--- config.mk ---
export PLATFORM = sky130hd
export DESIGN_NAME = unique_value_set_table
export DESIGN_NICKNAME = d
export VERILOG_FILES = /design/src/uvst_pkg.sv /design/src/unique_value_set_table.sv /design/src/uvst_ram.sv
export SDC_FILE = /design/constraint.sdc
export NUM_CORES = 1
export LEC_CHECK = 0
export CORE_ASPECT_RATIO = 1.75
export CORE_UTILIZATION = 55
export CTS_CLUSTER_SIZE = 14
export DETAILED_ROUTE_END_ITERATION = 10
export DONT_BUFFER_PORTS = 1
export HOLD_SLACK_MARGIN = 0.06
export PLACE_DENSITY_LB_ADDON = 0.08
export SKIP_CTS_REPAIR_TIMING = 1
export SYNTH_ARGS = -nofsm -noshare
export SYNTH_HDL_FRONTEND = slang
export SYNTH_HIERARCHICAL = 1
export SYNTH_SLANG_ARGS = --single-unit
--- constraint.sdc ---
create_clock -name clock -period 4.9 [get_ports clock]
set_input_delay 0.49 -clock clock [delete_from_list [all_inputs] [get_ports clock]]
set_output_delay 0.49 -clock clock [all_outputs]
set_load 0.02 [all_outputs]
--- src/uvst_pkg.sv ---
// shared constants and codes for the unique value set table
`default_nettype none
package uvst_pkg;

   localparam int CAPACITY = 16;
   localparam int IDX_W    = (CAPACITY > 1) ? $clog2(CAPACITY) : 1;
   localparam int CNT_W    = $clog2(CAPACITY + 1);
   localparam int VALUE_W  = 32;
   localparam int OP_W     = 2;
   localparam int STATUS_W = 3;
   localparam int COUNT_W  = 5;
   localparam int REQ_W    = 40;
   localparam int RSP_W    = 8;

   typedef enum logic [OP_W-1:0] {
      OP_INSERT = 2'd0,
      OP_SEARCH = 2'd1,
      OP_DELETE = 2'd2,
      OP_SPARE  = 2'd3
   } op_type;

   typedef enum logic [STATUS_W-1:0] {
      ST_INSERTED  = 3'd0,
      ST_DUPLICATE = 3'd1,
      ST_FOUND     = 3'd2,
      ST_NOT_FOUND = 3'd3,
      ST_DELETED   = 3'd4,
      ST_ABSENT    = 3'd5,
      ST_EMPTY     = 3'd6,
      ST_FULL      = 3'd7
   } status_type;

endpackage
`default_nettype wire

--- src/unique_value_set_table.sv ---
// top level of the unique value set table
// Each request word asks to insert, search or delete one 32-bit value; every request gives
// exactly one response word with a status and the number of values held afterwards. Values
// sit in a 16-entry ram with registered read; valid marks sit in flip-flops cleared by reset.
// A request is taken in the idle state, which issues the first read; the scan state then
// compares one slot per cycle over the ram read port, and the commit state updates the store
// and loads the response register once it is free. A new request is taken once the previous
// one has committed, while its response may still wait for rsp_tready.
`default_nettype none
module unique_value_set_table
   import uvst_pkg::*;
(
   input  wire logic             clock,
   input  wire logic             reset,
   input  wire logic             req_tvalid,
   output logic                  req_tready,
   input  wire logic [REQ_W-1:0] req_tdata,   // operation[1:0], value[33:2], zero pad
   output logic                  rsp_tvalid,
   input  wire logic             rsp_tready,
   output logic      [RSP_W-1:0] rsp_tdata    // status[2:0], entry_count[7:3]
);

   typedef enum logic [1:0] {
      S_IDLE,
      S_SCAN,
      S_COMMIT
   } state_type;

   state_type              state_ff, state_in;
   logic [CAPACITY-1:0]    valid_ff, valid_in;
   logic [CNT_W-1:0]       count_ff, count_in;
   logic [IDX_W-1:0]       cmp_idx_ff, cmp_idx_in;
   logic                   hit_ff, hit_in;
   logic [IDX_W-1:0]       hit_idx_ff, hit_idx_in;
   logic                   free_ff, free_in;
   logic [IDX_W-1:0]       free_idx_ff, free_idx_in;
   op_type                 op_ff, op_in;
   logic [VALUE_W-1:0]     value_ff, value_in;
   logic                   rsp_valid_ff, rsp_valid_in;
   status_type             status_ff, status_in;
   logic [COUNT_W-1:0]     rsp_count_ff, rsp_count_in;

   logic                   accept;
   logic                   out_free;
   logic                   match;
   logic                   last;
   logic [IDX_W-1:0]       rd_addr;
   logic [VALUE_W-1:0]     rd_data;
   logic                   wr_en;
   logic [CNT_W+COUNT_W-1:0] count_wide;

   assign req_tready = (state_ff == S_IDLE);
   assign accept     = req_tvalid && req_tready;
   assign out_free   = !rsp_valid_ff || rsp_tready;
   assign match      = valid_ff[cmp_idx_ff] && (rd_data == value_ff);
   assign last       = (cmp_idx_ff == IDX_W'(CAPACITY - 1));
   assign rd_addr    = (state_ff == S_SCAN) ? cmp_idx_ff + IDX_W'(1) : '0;
   assign wr_en      = (state_ff == S_COMMIT) && out_free && (op_ff == OP_INSERT)
                       && !hit_ff && free_ff;

   uvst_ram #(
      .WIDTH (VALUE_W),
      .DEPTH (CAPACITY)
   ) u_slot_ram (
      .clock   (clock),
      .wr_en   (wr_en),
      .wr_addr (free_idx_ff),
      .wr_data (value_ff),
      .rd_addr (rd_addr),
      .rd_data (rd_data)
   );

   always_comb begin
      state_in     = state_ff;
      valid_in     = valid_ff;
      count_in     = count_ff;
      cmp_idx_in   = cmp_idx_ff;
      hit_in       = hit_ff;
      hit_idx_in   = hit_idx_ff;
      free_in      = free_ff;
      free_idx_in  = free_idx_ff;
      op_in        = op_ff;
      value_in     = value_ff;
      rsp_valid_in = rsp_valid_ff && !rsp_tready;
      status_in    = status_ff;
      rsp_count_in = rsp_count_ff;
      count_wide   = '0;
      unique case (state_ff)
         S_IDLE: begin
            if (accept) begin
               op_in      = op_type'(req_tdata[OP_W-1:0]);
               value_in   = req_tdata[OP_W +: VALUE_W];
               cmp_idx_in = '0;
               hit_in     = 1'b0;
               free_in    = 1'b0;
               state_in   = S_SCAN;
            end
         end
         S_SCAN: begin
            if (match && !hit_ff) begin
               hit_in     = 1'b1;
               hit_idx_in = cmp_idx_ff;
            end
            if (!valid_ff[cmp_idx_ff] && !free_ff) begin
               free_in     = 1'b1;
               free_idx_in = cmp_idx_ff;
            end
            cmp_idx_in = cmp_idx_ff + IDX_W'(1);
            if (last) begin
               state_in = S_COMMIT;
            end
         end
         S_COMMIT: begin
            if (out_free) begin
               case (op_ff)
                  OP_INSERT: begin
                     if (hit_ff) begin
                        status_in = ST_DUPLICATE;
                     end else if (free_ff) begin
                        status_in             = ST_INSERTED;
                        valid_in[free_idx_ff] = 1'b1;
                        count_in              = count_ff + CNT_W'(1);
                     end else begin
                        status_in = ST_FULL;
                     end
                  end
                  OP_DELETE: begin
                     if (count_ff == '0) begin
                        status_in = ST_EMPTY;
                     end else if (hit_ff) begin
                        status_in            = ST_DELETED;
                        valid_in[hit_idx_ff] = 1'b0;
                        count_in             = count_ff - CNT_W'(1);
                     end else begin
                        status_in = ST_ABSENT;
                     end
                  end
                  default: begin
                     if (count_ff == '0) begin
                        status_in = ST_EMPTY;
                     end else if (hit_ff) begin
                        status_in = ST_FOUND;
                     end else begin
                        status_in = ST_NOT_FOUND;
                     end
                  end
               endcase
               count_wide   = {{COUNT_W{1'b0}}, count_in};
               rsp_count_in = count_wide[COUNT_W-1:0];
               rsp_valid_in = 1'b1;
               state_in     = S_IDLE;
            end
         end
         default: begin
            state_in = S_IDLE;
         end
      endcase
   end

   always_ff @(posedge clock) begin
      if (reset) begin
         state_ff     <= S_IDLE;
         valid_ff     <= '0;
         count_ff     <= '0;
         rsp_valid_ff <= 1'b0;
      end else begin
         state_ff     <= state_in;
         valid_ff     <= valid_in;
         count_ff     <= count_in;
         rsp_valid_ff <= rsp_valid_in;
      end
      cmp_idx_ff   <= cmp_idx_in;
      hit_ff       <= hit_in;
      hit_idx_ff   <= hit_idx_in;
      free_ff      <= free_in;
      free_idx_ff  <= free_idx_in;
      op_ff        <= op_in;
      value_ff     <= value_in;
      status_ff    <= status_in;
      rsp_count_ff <= rsp_count_in;
   end

   assign rsp_tvalid = rsp_valid_ff;
   assign rsp_tdata  = {rsp_count_ff, status_ff};

endmodule
`default_nettype wire

--- src/uvst_ram.sv ---
// generic single write port ram with registered read
`default_nettype none
module uvst_ram #(
   parameter int WIDTH = 32,
   parameter int DEPTH = 16,
   parameter int ADDR_W = (DEPTH > 1) ? $clog2(DEPTH) : 1
) (
   input  wire logic              clock,
   input  wire logic              wr_en,
   input  wire logic [ADDR_W-1:0] wr_addr,
   input  wire logic [WIDTH-1:0]  wr_data,
   input  wire logic [ADDR_W-1:0] rd_addr,
   output logic      [WIDTH-1:0]  rd_data
);

   logic [WIDTH-1:0] mem_ff [DEPTH];

   always_ff @(posedge clock) begin
      if (wr_en) begin
         mem_ff[wr_addr] <= wr_data;
      end
      rd_data <= mem_ff[rd_addr];
   end

endmodule
`default_nettype wire

==> run_results.csv, run 1 <==
group,metric,value,unit
status,status,"complete, no violations",
finish,register_area,0.01818,mm^2
hold_path,hold_class,"in2reg",
synthesis,yosysSeqAreaShare,0.7737,
synthesis,synthesis.nets,1180,
finish,final_nets,1253,
worst_setup_path,reg2reg_slack,1.52,ns
worst_setup_path,critPathCaptureType,"register",
floorplan,die-area,0.04358,mm^2
synthesis,synth_top_area_share,0.7260,
sta,finalHoldViolations,0,
worst_setup_path,crit_required,5.18,ns
global_route,grt_max_degree,76,
clock_network,clock_latency,0.59,ns
sta,setup_ws,1.523,ns
worst_setup_path,crit_fanout,20,
power_and_ir_drop,power.internal,0.008348,W
synthesis,ys_types,51,
global_route,grt_antenna_before_repair,0,
power_and_ir_drop,power_leakage,8.219,nW
finish,final_cell_area,0.02638,mm^2
power_and_ir_drop,ir_worst_vdd,0.2920,mV
power_and_ir_drop,power_per_cell_area,401.4,mW/mm^2
synthesis,synth_ff_type,"edfxtp_1",
placement,post_dp_cell_area,0.02440,mm^2
route,route.detailed.drc,0,
route,dr_total_vias,11080,
global_route,grt_pass1_vias,11430,
clock_network,cts_max_level,2,
global_route,grt_pass1_wl,72930,um
route,routed_wl,48810,um
synthesis,yosys-top-cells-area,"edfxtp_1 (73%), mux4_2 (13%), dfxtp_1 (4.8%)",
finish,final_core_utilization,0.6301,
worst_setup_path,crit_start,"op_ff[0]$_DFFE_PP_",
worst_setup_path,slowest_delay,0.93,ns
clock_network,root_buffer,"clkbuf_16",
sta,tightest_slew,1.080,ns
placement,pre_cts_ws,1.541,ns
synthesis,yosysMostFrequentCell,"edfxtp_1",
sta,timing.fmax,296.1,MHz
clock_network,cts_tree,"built",
power_and_ir_drop,p_sw,0.002242,W
floorplan,start_util,0.5611,
worst_setup_path,critPathKind,"reg2reg",
worst_setup_path,r2r_start,"op_ff[0]$_DFFE_PP_",
synthesis,yosys_warnings,6,
global_route,grt-ovfl-total,0,
finish,layout-drive-gt1-share,0.2144,
floorplan,rows,99,
clock_network,cts_sinks,624,
worst_setup_path,path_cells,"nor4b_4 > nand3_1 > inv_2 > nand3b_1 > nor2_4 > buf_4",
synthesis,synth_top_area_cell,"edfxtp_1",
sta,rsz0062_at_grt,"no",
sta,skew,0.02172,ns
clock_network,clk_path_buf_depth,3,
finish,area_delta_synth_final,12.30,%
power_and_ir_drop,pwr-share-comb,0.054,
placement,port_buffers,0,
route,vias_per_cell,6.141,
route,wire_per_inst,27.04,um
worst_setup_path,crit_buf_inv,2,
worst_setup_path,crit_path_start_kind,"register",
power_and_ir_drop,power,0.01059,W
floorplan,core,0.04187,mm^2
job,maxCapViolations,0,
synthesis,ys_ff_latch,624,
power_and_ir_drop,seqPwrFrac,0.567,
floorplan,io_pins,54,
worst_setup_path,critical_path_arrival,3.66,ns
synthesis,synthArstFlopShare,0,
hold_path,hp-start,"req_tvalid",
power_and_ir_drop,switching_share,0.2117,
worst_setup_path,critical-path-top-delay-family,"simple AND/OR/NAND/NOR gates",
synthesis,syn_area,0.02349,mm^2
synthesis,synthTopCellsByCount,"edfxtp_1 (568), mux4_2 (133), a22oi_1 (64)",
placement,hpwl,26850,um
power_and_ir_drop,p_clk_frac,0.379,
sta,setup_tns,0,ns
sta,setup_viol,0,
sta,max-slew-margin-rel,0.2797,
worst_setup_path,crit_slowest_cell,"nor2_4",
route,drt-pass1-iter-count,5,
finish,n_antenna_cell,0,
sta,slew_violations,0,
synthesis,avgSynthCellArea,20.74,um^2
finish,n_fill_cell,3034,
route,final_antenna_net_count,0,
sta,period_share,0.6892,
placement,routabilityCongestion,0.8340,
synthesis,syn_inst,1133,
sta,fin_crit,3.377,ns
clock_network,cts_buffers,54,
synthesis,synth_edf_count,568,
global_route,grt_util_all_layers,0.2355,
clock_network,clk_pin_slew,0.07,ns
route,drt_iter0_drc,1058,
floorplan,die_h,275.4,um
floorplan,die_x,158.2,um
finish,multi_input_area,0.005187,mm^2
[final cells by class]
class                   instances  area share
flip-flops and latches        624      0.6890
multi-input cells             450      0.1966
clock buffers                  84     0.05743
well taps                     555     0.02632
repair buffers                 68     0.02504
clock inverters                16    0.004458
inverters                       8    0.001138
[layout by cell type, fill, tap and decap left out, types with 4 or more instances in the layout]
cell type,count
nor2_4,14
nor4_1,8
nor3_2,5
o21ai_0,6
nor3_1,6
clkbuf_1,26
a22oi_1,64
and3_1,4
buf_12,5
mux4_2,133
inv_2,4
nand3_1,8
nand3b_1,6
a21oi_1,20
dlygate4sd3_1,35
clkbuf_16,55
a211oi_1,8
nor2b_1,6
xnor2_1,6
nand2b_1,7
edfxtp_1,568
clkinv_2,5
dfxtp_1,56
buf_4,28
nand2_1,48
xor2_1,32
inv_1,4
nor2_1,21
o21ai_1,9
clkinv_1,7
[power groups by stage]
stage | Sequential (W) | Combinational, W | Clock (W)
after floorplan | 0.00608 | 0.000415 | 0
after detailed placement | 0.00612 | 0.000559 | 0
final | 0.00601 | 0.000574 | 0.00401
after global placement | 0.00612 | 0.000559 | 0
after global routing | 0.00602 | 0.000622 | 0.00428
after CTS | 0.00601 | 0.000561 | 0.00409
[worst reg2reg max path: cells and delay by family (launching register included)]
kind | cells | cell delay, ns
buffers and inverters | 2 | 0.53
DFF | 1 | 0.63
and+or+nand+nor | 4 | 1.92
[kinds of logic (layout without fill, tap and decap cells)]
kind of cell / count (synthesis) / count (layout) / share of synthesized area
AO/OA/AOI/OAI: 120 / 120 / 0.03504
XOR/XNOR: 38 / 38 / 0.01417
adder cells (fa/ha/maj): 3 / 3 / 0.001598
buffers and inverters: 59 / 176 / 0.01161
flip-flops: 624 / 624 / 0.7737
multiplexers: 135 / 135 / 0.1283
AND/OR/NAND/NOR: 154 / 154 / 0.03552
[through the flow]
step                      hold slack (ns)  std cells
after floorplan                    0.4430       1133
final                             0.08469       1805
after CTS                        -0.06058       1770
after global placement             0.4536       1670
after detailed placement           0.4595       1670
after global routing              0.08804       1805
[worst paths after layout]
kind,to,cells after the start
worst max-delay path,u_slot_ram/mem_ff[9][5]$_DFFE_PP_,6
worst min-delay path,state_ff[0]$_SDFFE_PP0P_,2
worst max register to register,u_slot_ram/mem_ff[9][5]$_DFFE_PP_,6
worst min register to register,valid_ff[10]$_SDFFE_PP0P_,2
[registers in the layout, indices dropped and copies added (netlist names)]
name,flops
u_slot_ram/mem_ff,512
u_slot_ram/rd_data,32
value_ff,32
valid_ff,16
count_ff,5
rsp_count_ff,5
cmp_idx_ff,4
free_idx_ff,4
hit_idx_ff,4
status_ff,3
op_ff,2
state_ff,2
free_ff,1
hit_ff,1
rsp_tvalid,1
[metal layers]
layer  vias up  global-route usage  wire length (um)
met5         -                   0                 0
met4         0             0.07667              1439
met3        92             0.02999              2320
met2       301              0.4183             26360
met1      5878              0.2992             18690
li1       4813                   -                 -
(Power assumes the default switching activity.)
==> inputs of run 2 (changes only) <==
==> constraint.sdc (replaced) <==
create_clock -name clock -period 3.4 [get_ports clock]
set_input_delay 0.34 -clock clock [delete_from_list [all_inputs] [get_ports clock]]
set_output_delay 0.34 -clock clock [all_outputs]
set_load 0.02 [all_outputs]
==> run_results.csv, run 2 (synthesis gave the netlist of run 1 again) <==
group,metric,value,unit
sta,setup_tns,0,ns
route,wire_per_inst,27.25,um
hold_path,hold_class,"in2reg",
worst_setup_path,r2r_start,"value_ff[26]$_DFFE_PP_",
finish,layout-drive-gt1-share,0.2341,
sta,rsz0062_at_grt,"no",
finish,final_nets,1280,
sta,setup_viol,0,
route,vias_per_cell,6.134,
finish,layout_commonest_cell,"edfxtp_1",
sta,max-slew-margin-rel,0.3993,
clock_network,clock_latency,0.59,ns
power_and_ir_drop,power_leakage,8.450,nW
floorplan,die-area,0.04358,mm^2
placement,routabilityCongestion,0.7945,
floorplan,io_pins,54,
sta,finalHoldViolations,0,
sta,timing.fmax,346.8,MHz
sta,period_share,0.8480,
clock_network,cts_sinks,624,
route,final_antenna_net_count,0,
finish,top_regs,"u_slot_ram/mem_ff: 512 flops, u_slot_ram/rd_data: 32 flops, value_ff: 32 flops",
finish,largest_reg_flops,512,
route,route.detailed.drc,0,
route,dr_total_vias,11240,
worst_setup_path,crit_fanout,17,
floorplan,rows,99,
finish,layout_common_cells,"edfxtp_1 (568), mux4_2 (133), a22oi_1 (64), clkbuf_16 (56), dfxtp_1 (56)",
clock_network,cts_max_level,2,
global_route,grt_pass1_vias,11650,
sta,slew_violations,0,
route,drt-pass1-iter-count,5,
route,routed_wl,49930,um
power_and_ir_drop,power_per_cell_area,578.2,mW/mm^2
floorplan,start_util,0.5611,
clock_network,clk_pin_slew,0.06,ns
global_route,grt_antenna_before_repair,0,
placement,pre_cts_ws,0.4170,ns
clock_network,root_buffer,"clkbuf_16",
status,status,"complete, no violations",
clock_network,clk_path_buf_depth,3,
finish,area_delta_synth_final,14.43,%
worst_setup_path,crit_start,"value_ff[26]$_DFFE_PP_",
hold_path,hp-start,"req_tvalid",
finish,n_antenna_cell,0,
sta,fin_crit,2.883,ns
worst_setup_path,critPathKind,"reg2reg",
floorplan,die_h,275.4,um
clock_network,cts_tree,"built",
worst_setup_path,crit_required,3.68,ns
route,drt_iter0_drc,932,
finish,final_core_utilization,0.6421,
job,maxCapViolations,0,
placement,hpwl,27780,um
worst_setup_path,crit_path_start_kind,"register",
floorplan,core,0.04187,mm^2
global_route,grt_util_all_layers,0.2398,
floorplan,die_x,158.2,um
sta,setup_ws,0.5168,ns
worst_setup_path,critical_path_arrival,3.17,ns
sta,tightest_slew,0.8980,ns
global_route,grt-ovfl-total,0,
placement,port_buffers,0,
clock_network,cts_buffers,55,
finish,top_register,"u_slot_ram/mem_ff",
global_route,grt_max_degree,38,
sta,skew,0.01978,ns
power_and_ir_drop,ir_worst_vdd,0.4542,mV
power_and_ir_drop,power,0.01554,W
worst_setup_path,critPathCaptureType,"register",
global_route,grt_pass1_wl,73820,um
-- run 2: where the power goes --
part | internal [W] | switching (W) | total [W]
Sequential | 0.00849 | 0.000146 | 0.00864
Clock | 0.00336 | 0.00266 | 0.00602
Combinational | 0.000419 | 0.000466 | 0.000885
-- run 2: path summary, 6_finish.rpt --
| kind | slack (ns) | end | cells past startpoint |
|---|---|---|---|
| max | 0.52 | hit_ff$_DFFE_PP_ | 6 |
| min | 0.12 | cmp_idx_ff[0]$_DFFE_PP_ | 2 |
| max reg2reg | 0.52 | hit_ff$_DFFE_PP_ | 6 |
| min reg2reg | 0.48 | valid_ff[2]$_SDFFE_PP0P_ | 2 |
-- run 2: stage by stage --
step / instances / area (um^2) / hold WS [ns]
3_3_place_gp: 1694 / 24780 / 0.4133
5_1_grt: 1832 / 26880 / 0.1277
2_1_floorplan: 1133 / 23510 / 0.4185
3_5_place_dp: 1694 / 24780 / 0.4151
4_1_cts: 1795 / 26510 / -0.2091
6_report: 1832 / 26880 / 0.1158
-- run 2: critical path, stage by stage, from the launching register on --
cell	delay (ns)
edfxtp_1	0.63
xor2_1	0.25
nor4_1	0.54
buf_4	0.22
nand4_2	0.23
nor4b_4	0.48
or2_1	0.22
-- run 2: layout make-up --
cell class | count | area, um^2
flip-flops and latches | 624 | 18180
fillers | 2935 | 14980
multi-input cells | 450 | 5213
clock buffers | 83 | 1583
repair buffers | 94 | 1036
well taps | 555 | 694.4
clock inverters | 18 | 151.4
inverters | 8 | 30.03
-- run 2: routing by layer --
metal  up-vias  GRT usage  wire [um]
li1       4860          -          -
met5         -          0          0
met4         0    0.08300       1516
met1      6003     0.3017      19200
met3        83    0.02544       2016
met2       292     0.4304      27190
==> inputs of run 3 (changes only) <==
==> constraint.sdc (replaced) <==
create_clock -name clock -period 2.4 [get_ports clock]
set_input_delay 0.24 -clock clock [delete_from_list [all_inputs] [get_ports clock]]
set_output_delay 0.24 -clock clock [all_outputs]
set_load 0.02 [all_outputs]
==> run_results.csv, run 3 (synthesis gave the netlist of run 1 again) <==
group,metric,value,unit
finish,top_register,"u_slot_ram/mem_ff",
finish,register_area,0.01818,mm^2
finish,final_core_utilization,0.6596,
sta,timing.fmax,435.2,MHz
placement,port_buffers,0,
worst_setup_path,r2r_cells,6,
placement,post_dp_cell_area,0.02556,mm^2
route,drt_iter0_drc,959,
clock_network,cts_buffers,54,
sta,period_share,0.9573,
finish,area_delta_synth_final,17.55,%
clock_network,clock_latency,0.59,ns
global_route,grt_pass1_vias,12080,
finish,n_fill_cell,2842,
floorplan,die-area,0.04358,mm^2
clock_network,clk_path_buf_depth,3,
route,vias_per_cell,6.092,
worst_setup_path,critical_path_arrival,2.57,ns
finish,layout_commonest_cell,"edfxtp_1",
finish,multi_input_area,0.005226,mm^2
global_route,grt_util_all_layers,0.2549,
placement,routabilityCongestion,0.7989,
global_route,grt_pass1_wl,77410,um
global_route,grt_max_degree,34,
floorplan,start_util,0.5611,
hold_path,hold_class,"in2reg",
finish,stdcell_count,1905,
floorplan,die_x,158.2,um
worst_setup_path,critPathCaptureType,"register",
sta,setup_viol,0,
floorplan,rows,99,
clock_network,root_buffer,"clkbuf_16",
finish,final_cell_area,0.02762,mm^2
placement,hpwl,30900,um
sta,skew,0.01503,ns
sta,fin_crit,2.298,ns
power_and_ir_drop,ir_worst_vdd,0.6948,mV
floorplan,core,0.04187,mm^2
worst_setup_path,reg2reg_slack,0.10,ns
finish,n_antenna_cell,0,
finish,layout-drive-gt1-share,0.2756,
floorplan,io_pins,54,
sta,setup_tns,0,ns
finish,top_regs,"u_slot_ram/mem_ff: 512 flops, u_slot_ram/rd_data: 32 flops, value_ff: 32 flops",
sta,finalHoldViolations,0,
global_route,grt-ovfl-total,0,
status,status,"complete, no violations",
route,route.detailed.drc,0,
route,routed_wl,52810,um
floorplan,die_h,275.4,um
power_and_ir_drop,power_leakage,8.850,nW
sta,rsz0062_at_grt,"no",
clock_network,cts_max_level,2,
power_and_ir_drop,power,0.02193,W
worst_setup_path,crit_required,2.68,ns
finish,largest_reg_flops,512,
clock_network,cts_tree,"built",
route,dr_total_vias,11610,
worst_setup_path,critPathKind,"reg2reg",
route,final_antenna_net_count,0,
sta,tightest_slew,0.9357,ns
route,wire_per_inst,27.72,um
finish,layout_common_cells,"edfxtp_1 (568), mux4_2 (133), buf_4 (95), a22oi_1 (64), dfxtp_1 (56)",
route,drt-pass1-iter-count,7,
global_route,grt_antenna_before_repair,0,
sta,slew_violations,0,
hold_path,hold_depth,2,
finish,final_nets,1356,
worst_setup_path,crit_fanout,10,
sta,max-slew-margin-rel,0.3742,
placement,dp.cells,1768,
clock_network,cts_sinks,624,
power_and_ir_drop,power_per_cell_area,794.1,mW/mm^2
clock_network,clk_pin_slew,0.07,ns
worst_setup_path,crit_path_start_kind,"register",
job,maxCapViolations,0,
[run 3: cell types whose count changed in the layout (fill, tap and decap cells not counted), moves of 2 or more]
| cell | change |
|---|---|
| buf_4 | +57 |
| buf_12 | +18 |
| clkbuf_8 | -4 |
| clkbuf_1 | +3 |
| clkinv_1 | -2 |
[run 3: worst paths after layout]
| check | to | from |
|---|---|---|
| min | value_ff[26]$_DFFE_PP_ | req_tvalid |
| max | u_slot_ram/mem_ff[0][28]$_DFFE_PP_ | op_ff[0]$_DFFE_PP_ |
| min reg2reg | valid_ff[14]$_SDFFE_PP0P_ | valid_ff[14]$_SDFFE_PP0P_ |
| max reg2reg | u_slot_ram/mem_ff[0][28]$_DFFE_PP_ | op_ff[0]$_DFFE_PP_ |
[run 3: metrics by stage]
stage / hold slack [ns] / setup slack, ns
floorplan: 0.3185 / -0.3590
global placement: 0.3169 / 0.1122
detailed placement: 0.3180 / 0.07752
CTS: -0.3049 / 0.05112
global route: 0.1855 / 0.005471
finish: 0.1990 / 0.1024
[run 3: worst max-delay path, stage by stage, from the launching register on]
cell,delay [ns]
edfxtp_1,0.50
nor4b_4,0.28
nand3_2,0.14
inv_2,0.08
or3b_4,0.45
nor3_4,0.28
buf_4,0.27
[run 3: routing by layer]
layer | global-route usage | share of wire | vias to the layer above | wire, um
li1 | - | - | 5015 | -
met1 | 0.3229 | 0.38 | 6162 | 20090
met3 | 0.02873 | 0.046 | 90 | 2453
met4 | 0.07540 | 0.025 | 0 | 1298
met5 | 0 | 0 | - | 0
met2 | 0.4599 | 0.55 | 338 | 28970
[run 3: final cells by class]
cell class / instances / area share
timing repair buffer: 171 / 0.06683
clock inverter: 16 / 0.004667
inverter: 8 / 0.001087
clock buffer: 81 / 0.05482
multi-input combinational: 450 / 0.1892
tap: 555 / 0.02514
sequential: 624 / 0.6582
[run 3: power breakdown]
part | total (W) | leakage, nW | switching, W | internal, W
clock | 0.00826 | 0.794 | 0.00371 | 0.00455
sequential | 0.0121 | 5.59 | 0.000105 | 0.0120
combinational | 0.00154 | 2.46 | 0.000816 | 0.000726
